**config.mk**
```make
export PLATFORM = sky130hd
export DESIGN_NAME = hex_record_parser_unit
export DESIGN_NICKNAME = d
export VERILOG_FILES = /design/src/rtl/core/hrp_pkg.sv /design/src/rtl/core/hex_record_parser_unit.sv /design/src/rtl/core/hrp_digit.sv
export SDC_FILE = /design/constraint.sdc
export NUM_CORES = 1
export LEC_CHECK = 0
export BUFFER_PORTS_ARGS = -buffer_cell sky130_fd_sc_hd__buf_2
export CORE_UTILIZATION = 50
export CTS_CLUSTER_SIZE = 28
export DETAILED_ROUTE_END_ITERATION = 7
export PLACE_DENSITY = 0.72
export RECOVER_POWER = 25
export SYNTH_ARGS = -nofsm -noshare
export SYNTH_HDL_FRONTEND = slang
export SYNTH_SLANG_ARGS = --single-unit
```
**constraint.sdc**
```tcl
create_clock -name i_clk -period 4.95 [get_ports i_clk]
set_input_delay 0.2475 -clock i_clk [delete_from_list [all_inputs] [get_ports i_clk]]
set_output_delay 0.2475 -clock i_clk [all_outputs]
set_load 0.005 [all_outputs]
```
**src/rtl/core/hrp_pkg.sv**
```systemverilog
package hrp_pkg;

    localparam int unsigned CHAR_W = 8;
    localparam int unsigned NIB_W  = 4;
    localparam int unsigned EV_W   = 3;
    localparam int unsigned ADDR_W = 16;

    typedef logic [CHAR_W-1:0] t_char;
    typedef logic [NIB_W-1:0]  t_nibble;
    typedef logic [EV_W-1:0]   t_event;

    // ascii codes
    localparam t_char CH_COLON   = 8'h3A;
    localparam t_char CH_CR      = 8'd13;
    localparam t_char CH_LF      = 8'd10;
    localparam t_char CH_ZERO    = 8'd48;
    localparam t_char CH_NINE    = 8'd57;
    localparam t_char CH_UPPER_A = 8'd65;
    localparam t_char CH_UPPER_F = 8'd70;
    localparam t_char HEX_A_VAL  = 8'd10;

    // record types
    localparam logic [7:0] REC_DATA = 8'h00;
    localparam logic [7:0] REC_EOF  = 8'h01;

    // result codes
    localparam t_event EV_DATA      = 3'd0;
    localparam t_event EV_OK        = 3'd1;
    localparam t_event EV_EOF       = 3'd2;
    localparam t_event EV_BAD_START = 3'd3;
    localparam t_event EV_BAD_DIGIT = 3'd4;
    localparam t_event EV_MISMATCH  = 3'd5;

    typedef struct packed {
        logic    is_hex;
        t_nibble value;
    } t_digit;

endpackage

```
**src/rtl/core/hex_record_parser_unit.sv**
```systemverilog
// path: a character beat accepted into the input register gives its result (if any)
//   through the result register, and waits in the input register while the result slot is full
// throughput: one character per cycle; a beat with a result stalls on a full result slot
// reset: i_rst_n synchronous active low; returns to waiting for a start code and clears
//   the record fields, the running sum and any halt after end of file or an error
module hex_record_parser_unit (
    input  logic        i_clk,
    input  logic        i_rst_n,
    input  logic        i_in_valid,
    output logic        o_in_ready,
    input  logic [7:0]  i_char_code,
    output logic        o_out_valid,
    input  logic        i_out_ready,
    output logic [2:0]  o_event_res,
    output logic [7:0]  o_data_value,
    output logic [15:0] o_byte_address,
    output logic [7:0]  o_kind_of_record,
    output logic [7:0]  o_record_length
);

    typedef enum logic [2:0] {
        PH_WAIT,
        PH_COUNT,
        PH_ADDR,
        PH_TYPE,
        PH_DATA,
        PH_SUM,
        PH_HALT
    } t_phase;

    t_phase          r_phase, n_phase;
    logic            r_second, n_second;
    logic [3:0]      r_high, n_high;
    logic            r_step, n_step;
    logic [7:0]      r_count, n_count;
    logic [15:0]     r_addr, n_addr;
    logic [7:0]      r_type, n_type;
    logic [7:0]      r_index, n_index;
    logic [7:0]      r_sum, n_sum;

    logic            r_in_valid;
    hrp_pkg::t_char  r_char;

    logic            r_out_valid;
    hrp_pkg::t_event r_event, n_event;
    logic [7:0]      r_value, n_value;
    logic [15:0]     r_out_addr, n_out_addr;

    hrp_pkg::t_digit w_digit;
    logic            w_has_res;
    logic            w_fire;
    logic [7:0]      w_byte;
    logic [7:0]      w_sum;
    logic [7:0]      w_index_inc;

    hrp_digit u_digit (
        .i_char  (r_char),
        .o_digit (w_digit)
    );

    assign w_byte      = {r_high, w_digit.value};
    assign w_sum       = r_sum + w_byte;
    assign w_index_inc = r_index + 8'd1;

    always_comb begin
        n_phase    = r_phase;
        n_second   = r_second;
        n_high     = r_high;
        n_step     = r_step;
        n_count    = r_count;
        n_addr     = r_addr;
        n_type     = r_type;
        n_index    = r_index;
        n_sum      = r_sum;
        w_has_res  = 1'b0;
        n_event    = hrp_pkg::EV_OK;
        n_value    = '0;
        n_out_addr = r_addr;
        unique case (r_phase)
            PH_HALT: begin
            end
            PH_WAIT: begin
                if (r_char == hrp_pkg::CH_COLON) begin
                    n_phase  = PH_COUNT;
                    n_second = 1'b0;
                    n_high   = '0;
                    n_step   = 1'b0;
                    n_index  = '0;
                    n_sum    = '0;
                end else if (r_char != hrp_pkg::CH_CR && r_char != hrp_pkg::CH_LF) begin
                    n_phase   = PH_HALT;
                    w_has_res = 1'b1;
                    n_event   = hrp_pkg::EV_BAD_START;
                end
            end
            PH_COUNT, PH_ADDR, PH_TYPE, PH_DATA, PH_SUM: begin
                if (!w_digit.is_hex) begin
                    n_phase   = PH_HALT;
                    w_has_res = 1'b1;
                    n_event   = hrp_pkg::EV_BAD_DIGIT;
                end else if (!r_second) begin
                    n_high   = w_digit.value;
                    n_second = 1'b1;
                end else begin
                    n_second = 1'b0;
                    n_sum    = w_sum;
                    unique case (r_phase)
                        PH_COUNT: begin
                            n_count = w_byte;
                            n_step  = 1'b0;
                            n_phase = PH_ADDR;
                        end
                        PH_ADDR: begin
                            if (!r_step) begin
                                n_addr = {w_byte, 8'h00};
                                n_step = 1'b1;
                            end else begin
                                n_addr  = {r_addr[15:8], w_byte};
                                n_step  = 1'b0;
                                n_phase = PH_TYPE;
                            end
                        end
                        PH_TYPE: begin
                            n_type  = w_byte;
                            n_index = '0;
                            n_phase = (r_count == 8'd0) ? PH_SUM : PH_DATA;
                        end
                        PH_DATA: begin
                            n_index = w_index_inc;
                            if (w_index_inc == r_count) begin
                                n_phase = PH_SUM;
                            end
                            if (r_type == hrp_pkg::REC_DATA) begin
                                w_has_res  = 1'b1;
                                n_event    = hrp_pkg::EV_DATA;
                                n_value    = w_byte;
                                n_out_addr = r_addr + {8'h00, r_index};
                            end
                        end
                        default: begin
                            // checksum byte
                            w_has_res = 1'b1;
                            if (w_sum != 8'd0) begin
                                n_phase = PH_HALT;
                                n_event = hrp_pkg::EV_MISMATCH;
                            end else if (r_type == hrp_pkg::REC_EOF) begin
                                n_phase = PH_HALT;
                                n_event = hrp_pkg::EV_EOF;
                            end else begin
                                n_phase = PH_WAIT;
                                n_event = hrp_pkg::EV_OK;
                            end
                        end
                    endcase
                end
            end
            default: begin
                n_phase = PH_HALT;
            end
        endcase
    end

    // the held beat moves on unless it has a result and the result slot is full and not being taken
    assign w_fire     = r_in_valid && (!w_has_res || !r_out_valid || i_out_ready);
    assign o_in_ready = !r_in_valid || w_fire;

    always_ff @(posedge i_clk) begin
        // payload registers, no reset needed
        if (o_in_ready && i_in_valid) begin
            r_char <= i_char_code;
        end
        if (w_fire && w_has_res) begin
            r_event          <= n_event;
            r_value          <= n_value;
            r_out_addr       <= n_out_addr;
            o_kind_of_record <= r_type;
            o_record_length  <= r_count;
        end
        if (!i_rst_n) begin
            r_phase     <= PH_WAIT;
            r_second    <= 1'b0;
            r_high      <= '0;
            r_step      <= 1'b0;
            r_count     <= '0;
            r_addr      <= '0;
            r_type      <= '0;
            r_index     <= '0;
            r_sum       <= '0;
            r_in_valid  <= 1'b0;
            r_out_valid <= 1'b0;
        end else begin
            if (o_in_ready) begin
                r_in_valid <= i_in_valid;
            end
            if (w_fire) begin
                r_phase  <= n_phase;
                r_second <= n_second;
                r_high   <= n_high;
                r_step   <= n_step;
                r_count  <= n_count;
                r_addr   <= n_addr;
                r_type   <= n_type;
                r_index  <= n_index;
                r_sum    <= n_sum;
            end
            if (w_fire && w_has_res) begin
                r_out_valid <= 1'b1;
            end else if (i_out_ready) begin
                r_out_valid <= 1'b0;
            end
        end
    end

    assign o_out_valid    = r_out_valid;
    assign o_event_res    = r_event;
    assign o_data_value   = r_value;
    assign o_byte_address = r_out_addr;

    // errors and end of file leave the parser halted
    a_halt_after_final: assert property (@(posedge i_clk) disable iff (!i_rst_n)
        (r_out_valid && r_event != hrp_pkg::EV_DATA && r_event != hrp_pkg::EV_OK)
            |-> (r_phase == PH_HALT))
        else $error("final event without halt");

    // data beats only come from type-00 records
    a_data_type: assert property (@(posedge i_clk) disable iff (!i_rst_n)
        (r_out_valid && r_event == hrp_pkg::EV_DATA)
            |-> (o_kind_of_record == hrp_pkg::REC_DATA))
        else $error("data event from a non-data record");

    // no half byte survives into the wait for a start code
    a_wait_pair: assert property (@(posedge i_clk) disable iff (!i_rst_n)
        (r_phase == PH_WAIT) |-> !r_second)
        else $error("nibble pending while waiting for start");

    // a held beat that cannot move keeps its character
    a_hold_char: assert property (@(posedge i_clk) disable iff (!i_rst_n)
        (r_in_valid && !w_fire) |=> (r_in_valid && $stable(r_char)))
        else $error("held character lost");

endmodule

```
**src/rtl/core/hrp_digit.sv**
```systemverilog
module hrp_digit (
    input  hrp_pkg::t_char  i_char,
    output hrp_pkg::t_digit o_digit
);

    hrp_pkg::t_char w_off_num;
    hrp_pkg::t_char w_off_alpha;
    logic           w_is_num;
    logic           w_is_alpha;

    assign w_is_num    = (i_char >= hrp_pkg::CH_ZERO) && (i_char <= hrp_pkg::CH_NINE);
    assign w_is_alpha  = (i_char >= hrp_pkg::CH_UPPER_A) && (i_char <= hrp_pkg::CH_UPPER_F);
    assign w_off_num   = i_char - hrp_pkg::CH_ZERO;
    assign w_off_alpha = i_char - hrp_pkg::CH_UPPER_A + hrp_pkg::HEX_A_VAL;

    always_comb begin
        o_digit.is_hex = w_is_num || w_is_alpha;
        if (w_is_num) begin
            o_digit.value = w_off_num[hrp_pkg::NIB_W-1:0];
        end else if (w_is_alpha) begin
            o_digit.value = w_off_alpha[hrp_pkg::NIB_W-1:0];
        end else begin
            o_digit.value = '0;
        end
    end

endmodule

```
---- Word level (Yosys, flattened, before mapping) ----
Index checks and enable logic that the tools add are counted.
W data, S select, Z words.
word-level totals
  flip-flop bits (word level) ............. 110
  latch bits .............................. 0
  memory bits (writable) .................. 0
  ROM bits ................................ 0
  input port bits ......................... 12
  output and inout port bits .............. 45
  word-level logic and storage cells ...... 141
  memories kept ........................... 0
operators by class
  add/sub/neg operators ................... 6
  $mul .................................... 0
  divide/modulo/power cells ............... 0
  order comparisons ....................... 4
  eq/ne operators ......................... 21
  shifts and indexed selects .............. 0
  mux-type cells .......................... 58
  bitwise logic cells ..................... 2
  reductions and logical operators ........ 32
operator list
  operator               number
  $mux W16               5
  $mux W8                6
  $pmux W8 S2            3
  $mux W3                11
  $reduce_and A5 Y1      6
  $reduce_and A6 Y1      4
  $mux W4                5
  $add A16 B8 Y16        1
  $logic_not A8 Y1       2
  $ne A8 B4 Y1 const B   2
  $mux W1                15
  $ne A3 B3 Y1 const B   4
  $pmux W3 S2            2
  $pmux W3 S4            1
  $pmux W1 S2            5
  $eq A3 B3 Y1 const B   3
  $pmux W3 S3            1
  $add A8 B1 Y8 const B  1
  $add A8 B8 Y8          1
  $eq A8 B1 Y1 const B   1
  $eq A8 B6 Y1 const B   1
  $eq A8 B8 Y1           1
  $ge A8 B6 Y1 const B   1
  $ge A8 B7 Y1 const B   1
  other kinds (20)       40

---- Longest topological paths before layout ----
  word-level depth ........................ 12
  gate-level depth with buffers ........... 16
  gate-level depth less buffers ........... 16

---- Hierarchy ----
Synthesis repeated with hierarchy kept, for this count alone.
unflattened totals
  cell total of the unflattened synthesis .. 569
  area, all modules ....................... 5642.9 µm²
modules (own cells, without submodules)
  module                  times used  cells an instance  area an instance (µm²)  seq. area each (µm²)
  hex_record_parser_unit  1           545                5471.5                  2712.6
  hrp_digit               1           24                 171.4                   0.0

---- Worst setup path before layout ----
Ideal clock, no wire load.
  kind .................................... register to register
  start ................................... register r_char[0]
  end ..................................... register r_out_addr[0], in the netlist o_byte_address[0], enable pin
  library setup time ...................... 0.443 ns
  data arrival time ....................... 3.832 ns
  required time ........................... 4.507 ns
  slack ................................... 0.675 ns
  cell stages (with the launch flop) ...... 11
  buffers on the path ..................... 2
  clock period less this slack ............ 4.275 ns
  cells stage by stage .................... edfxtp_1 -> inv_1 -> ha_1 -> or3b_2 -> and3_1 -> buf_2 -> or2_1 -> buf_4 -> nor2_1 -> o21ai_0 -> nor2_1
on the way
  longest elaborated chain between the ends .. 10
  elaborated cells on any way between the ends .. 20
  classes of those cells .................. order compare (4); eq/ne (3); mux (4); reduce/logical (9)
ends and longest elaborated chain
  item                                                  line                                                            RTL
  from (decl)                                           hex_record_parser_unit.sv:42                                    hrp_pkg::t_char r_char;
  from (signal assigned)                                hex_record_parser_unit.sv:170                                   r_char <= i_char_code;
  $ge A8 B6 Y1 (tied with other cells)                  hrp_digit.sv:11                                                 assign w_is_num = (i_char >= hrp_pkg::CH_ZERO) && (i_char <= hrp_pkg::CH_NINE);
  $logic_and A1 B1 Y1, on equally long branches         hrp_digit.sv:11, hex_record_parser_unit.sv:90, hrp_digit.sv:12
  $logic_or A1 B1 Y1 / $mux W1 (equally long branches)  hrp_digit.sv:17, hex_record_parser_unit.sv:90
  $mux W1, on equally long branches                     hex_record_parser_unit.sv:97, hex_record_parser_unit.sv:83
  $pmux W1 S2 (*)                                       hex_record_parser_unit.sv:79                                    unique case (r_phase)
  $logic_not A1 Y1                                      hex_record_parser_unit.sv:164                                   assign w_fire = r_in_valid && (!w_has_res || !r_out_valid || i_out_ready);
  $logic_or A1 B1 Y1 (2 in a row)                       hex_record_parser_unit.sv:164
  $logic_and A1 B1 Y1                                   hex_record_parser_unit.sv:164
  $logic_and A1 B1 Y1 (*)                               hex_record_parser_unit.sv:172                                   if (w_fire && w_has_res) begin
  to (signal assigned)                                  hex_record_parser_unit.sv:175                                   r_out_addr <= n_out_addr;
  to (decl)                                             hex_record_parser_unit.sv:47                                    logic [15:0] r_out_addr, n_out_addr;
Mark *: on every way between the ends. The rest lies on a longest branch, timed or not.
A chain may end at the register's enable or synchronous reset.

==> results.yml <==
detailed_routing:
  wl_per_cell_um: 17.37
  ant_nets: 0
  drc: 0
  first_iter_violations: 249
  drt_first_pass_iters: 5
  via_count: 4408
  via_per_inst: 5.862
  routed_wl_um: 13060
logic_synthesis:
  async_reset_ff_frac: 0
  synth_edf_count: 51
  synth_area_mm2: 0.005589
  synth_area_leaders: "edfxtp_1 (27%), dfxtp_1 (21%), nand2_1 (4.6%), ha_1 (4.5%), xnor2_1 (3.4%)"
  synth.net_count: 596
  yosys_warnings: 0
  ys_types: 72
  ys.flop_type: "dfxtp_1"
  netlist_top_cells_count: "nand2_1 (69), dfxtp_1 (59), edfxtp_1 (51)"
  yosysTopAreaCell: "edfxtp_1"
  synth_seq_area_share: 0.4853
  synth_top_cell_area_share: 0.2740
  syn_area_per_cell_um2: 9.945
  synth_most_common_cell: "nand2_1"
  synthCells: 562
  ys_ff_latch: 110
critical_path:
  arrival_ps: 4590
  cp-end-kind: "flip-flop"
  r2r_end: "o_event_res[0]"
  cp-start-kind: "flip-flop"
  reg2reg_depth: 15
  max_stage_delay_ps: 620
  crit_type: "reg -> reg"
  cp_top_family: "compound AO/OA/AOI/OAI gates"
  cp_slowest_cell: "o31ai_1"
  rrSetupSlack_ps: 490
  cp_num_buf_inv: 2
  worstPathRequired_ps: 5090
  crit_chain: "inv_1 -> ha_1 -> or3b_2 -> nand2_1 -> o31ai_1 -> ha_1 -> inv_1 -> fa_1 -> nand2b_1 -> a21o_1 -> a211oi_1 -> nor4b_1 -> nor3b_2 -> a21oi_1 -> o32a_1"
  cp_max_fo: 6
  r2r-start: "r_char[0]"
clock_network:
  clk_pin_slew_worst_paths_ps: 110
  post_cts_buffers: 0
  cts_tree: "yes"
  clockRootBuffer: "clkbuf_8"
  cts_sinks: 110
  clk_latency_ps: 390
  cts_max_path_buffers: 2
  cts_htree_levels: 3
  cts-hold-fix-buffers: 0
  cts_buffers: 9
final_layout:
  syn_to_final_growth_pct: 10.41
  stdcell_area_mm2: 0.006171
  diodes: 0
  final_cells: 752
  drive_above_1_share: 0.1405
  nNetsFinal: 641
grt:
  grt_pass1_wl_um: 21220
  grt_overflow: 0
  grt_pass1_vias: 4194
  antenna_found_initial: 0
  gr-usage-all-layers: 0.2392
  grt_start_max_net_pins: 49
timing:
  fin_crit_ps: 4457
  setup_viol: 0
  slew_violations: 0
  max_freq_mhz: 224.4
  relSlewSlack: 0.4545
  fin_setup_tns_ps: 0
  skew_ps: 19.47
  final-hold-violation-count: 0
  fin_crit_sh: 0.9004
  rsz0062_at_grt: "false"
  tightest_slew_ps: 815.3
pwr:
  ir_drop_mv: 0.1239
  power_density_mw_per_mm2: 275.8
  swShare: 0.2542
  power_frac_clock: 0.342
  p_comb_frac: 0.074
  p_int_uw: 1269
  power_frac_seq: 0.584
  power.switching_uw: 432.6
  p_leak_uw: 0.002351
placement:
  gp_congestion: 0.9133
  dp_hpwl_um: 9536
  dp_cells: 736
  dpl_cell_area_mm2: 0.005972
  io_buffers: 56
floorplanning:
  core_area_mm2: 0.01089
  die_w_um: 107.7
  die_area_mm2: 0.01160
  num_rows: 38
  dieHeight_um: 107.7
  ios: 57
  start_util: 0.5133
flow_run:
  drv_cap: 0
hold_path:
  hold_depth: 1
  hold_end: "r_char[6]"
  hold_start: "i_char_code[6]"
  hp-class: "in -> reg"
run_status:
  outcome: "completed"
==> stage by stage <==
step | hold slack [ps] | util | total power, uW | worst slack (ps)
final | 34.55 | 0.5668 | 1702 | 492.9
after global routing | 23.86 | 0.5668 | 1761 | 232.1
after CTS | 28.13 | 0.5678 | 1711 | 410.5
after detailed placement | 429.6 | 0.5485 | 1140 | 456.4
after global placement | 426.4 | 0.5485 | 1136 | 665.4
after floorplan | 346.4 | - | 1091 | 674.6
==> worst max path at each step <==
stage                     slack (ps)  depth (start not counted)                end  startpoint
after floorplan                  670                         10  o_byte_address[0]   r_char[0]
after global placement           670                         14     o_event_res[0]   r_char[0]
after detailed placement         460                         15     o_event_res[0]   r_char[0]
after CTS                        410                         15     o_event_res[0]   r_char[0]
after global routing             230                         14     o_event_res[0]   r_char[0]
final                            490                         15     o_event_res[0]   r_char[0]
==> cell families (layout without fill, tap and decap cells) <==
logic type      Yosys count  in the layout  share of synthesized area
xor+xnor                 34             34                    0.05328
simple gates            219            219                     0.2073
buf+inv                  44             94                    0.03313
fa+ha+maj                22             22                    0.05194
mux                       9              9                    0.01634
flops                   110            110                     0.4853
compound gates          124            124                     0.1527
==> placed cells by master, fill, tap and decap left out, drive strengths merged, types with 8 or more instances in the layout <==
master  synthesis  routed
o21ai          35      35
inv            16      20
nand2b         12      12
clkbuf         19      22
xnor2          22      22
a21oi          17      17
nor2           22      22
a21boi         11      11
nor3            9       9
xor2           12      12
and2            8       8
dfxtp          59      59
nor2b          12      12
edfxtp         51      51
o22ai          11      11
nand2          71      71
mux2i           8       8
nand3          36      36
buf             9      49
ha             20      20
==> power groups by stage <==
stage | combinational (uW) | clock [uW] | sequential [uW]
finish | 126 | 583 | 994
global route | 139 | 625 | 997
CTS | 126 | 592 | 994
detailed placement | 125 | 0 | 1010
global placement | 123 | 0 | 1010
floorplan | 79.2 | 0 | 1010
==> timing repair <==
| item | CTS | global route |
|---|---|---|
| endpoints found under the hold margin | 0 | 0 |
| endpoints found under the setup margin | 0 | 1 |
| gates resized for setup | 0 | 1 |
==> registers in the layout, summed over array words and instances (netlist names) <==
| register | count |
|---|---|
| o_byte_address | 16 |
| o_data_value | 8 |
| o_event_res | 3 |
| o_kind_of_record | 8 |
| o_out_valid | 1 |
| o_record_length | 8 |
| r_addr | 16 |
| r_char | 8 |
| r_count | 8 |
| r_high | 4 |
| r_in_valid | 1 |
| r_index | 8 |
| r_phase | 3 |
| r_second | 1 |
| r_step | 1 |
| r_sum | 8 |
| r_type | 8 |
==> routing by layer <==
layer / vias up / part of all wire / GRT usage
met2: 157 / 0.46 / 0.3741
met1: 2102 / 0.47 / 0.3306
met3: 18 / 0.058 / 0.03753
li1: 2131 / - / -
met5: - / 0 / 0
met4: 0 / 0.017 / 0.09491
==> final cells by class <==
| cell class | instances | area (um2) |
|---|---|---|
| Tap cell | 140 | 175.2 |
| Inverter | 16 | 60.06 |
| Multi-Input combinational cell | 408 | 2704 |
| Sequential cell | 110 | 2713 |
| Timing Repair Buffer | 62 | 309.0 |
| Clock buffer | 9 | 123.9 |
| Clock inverter | 7 | 86.33 |
| Fill cell | 939 | 4717 |
Note: power is estimated with default switching activity, not from simulation.
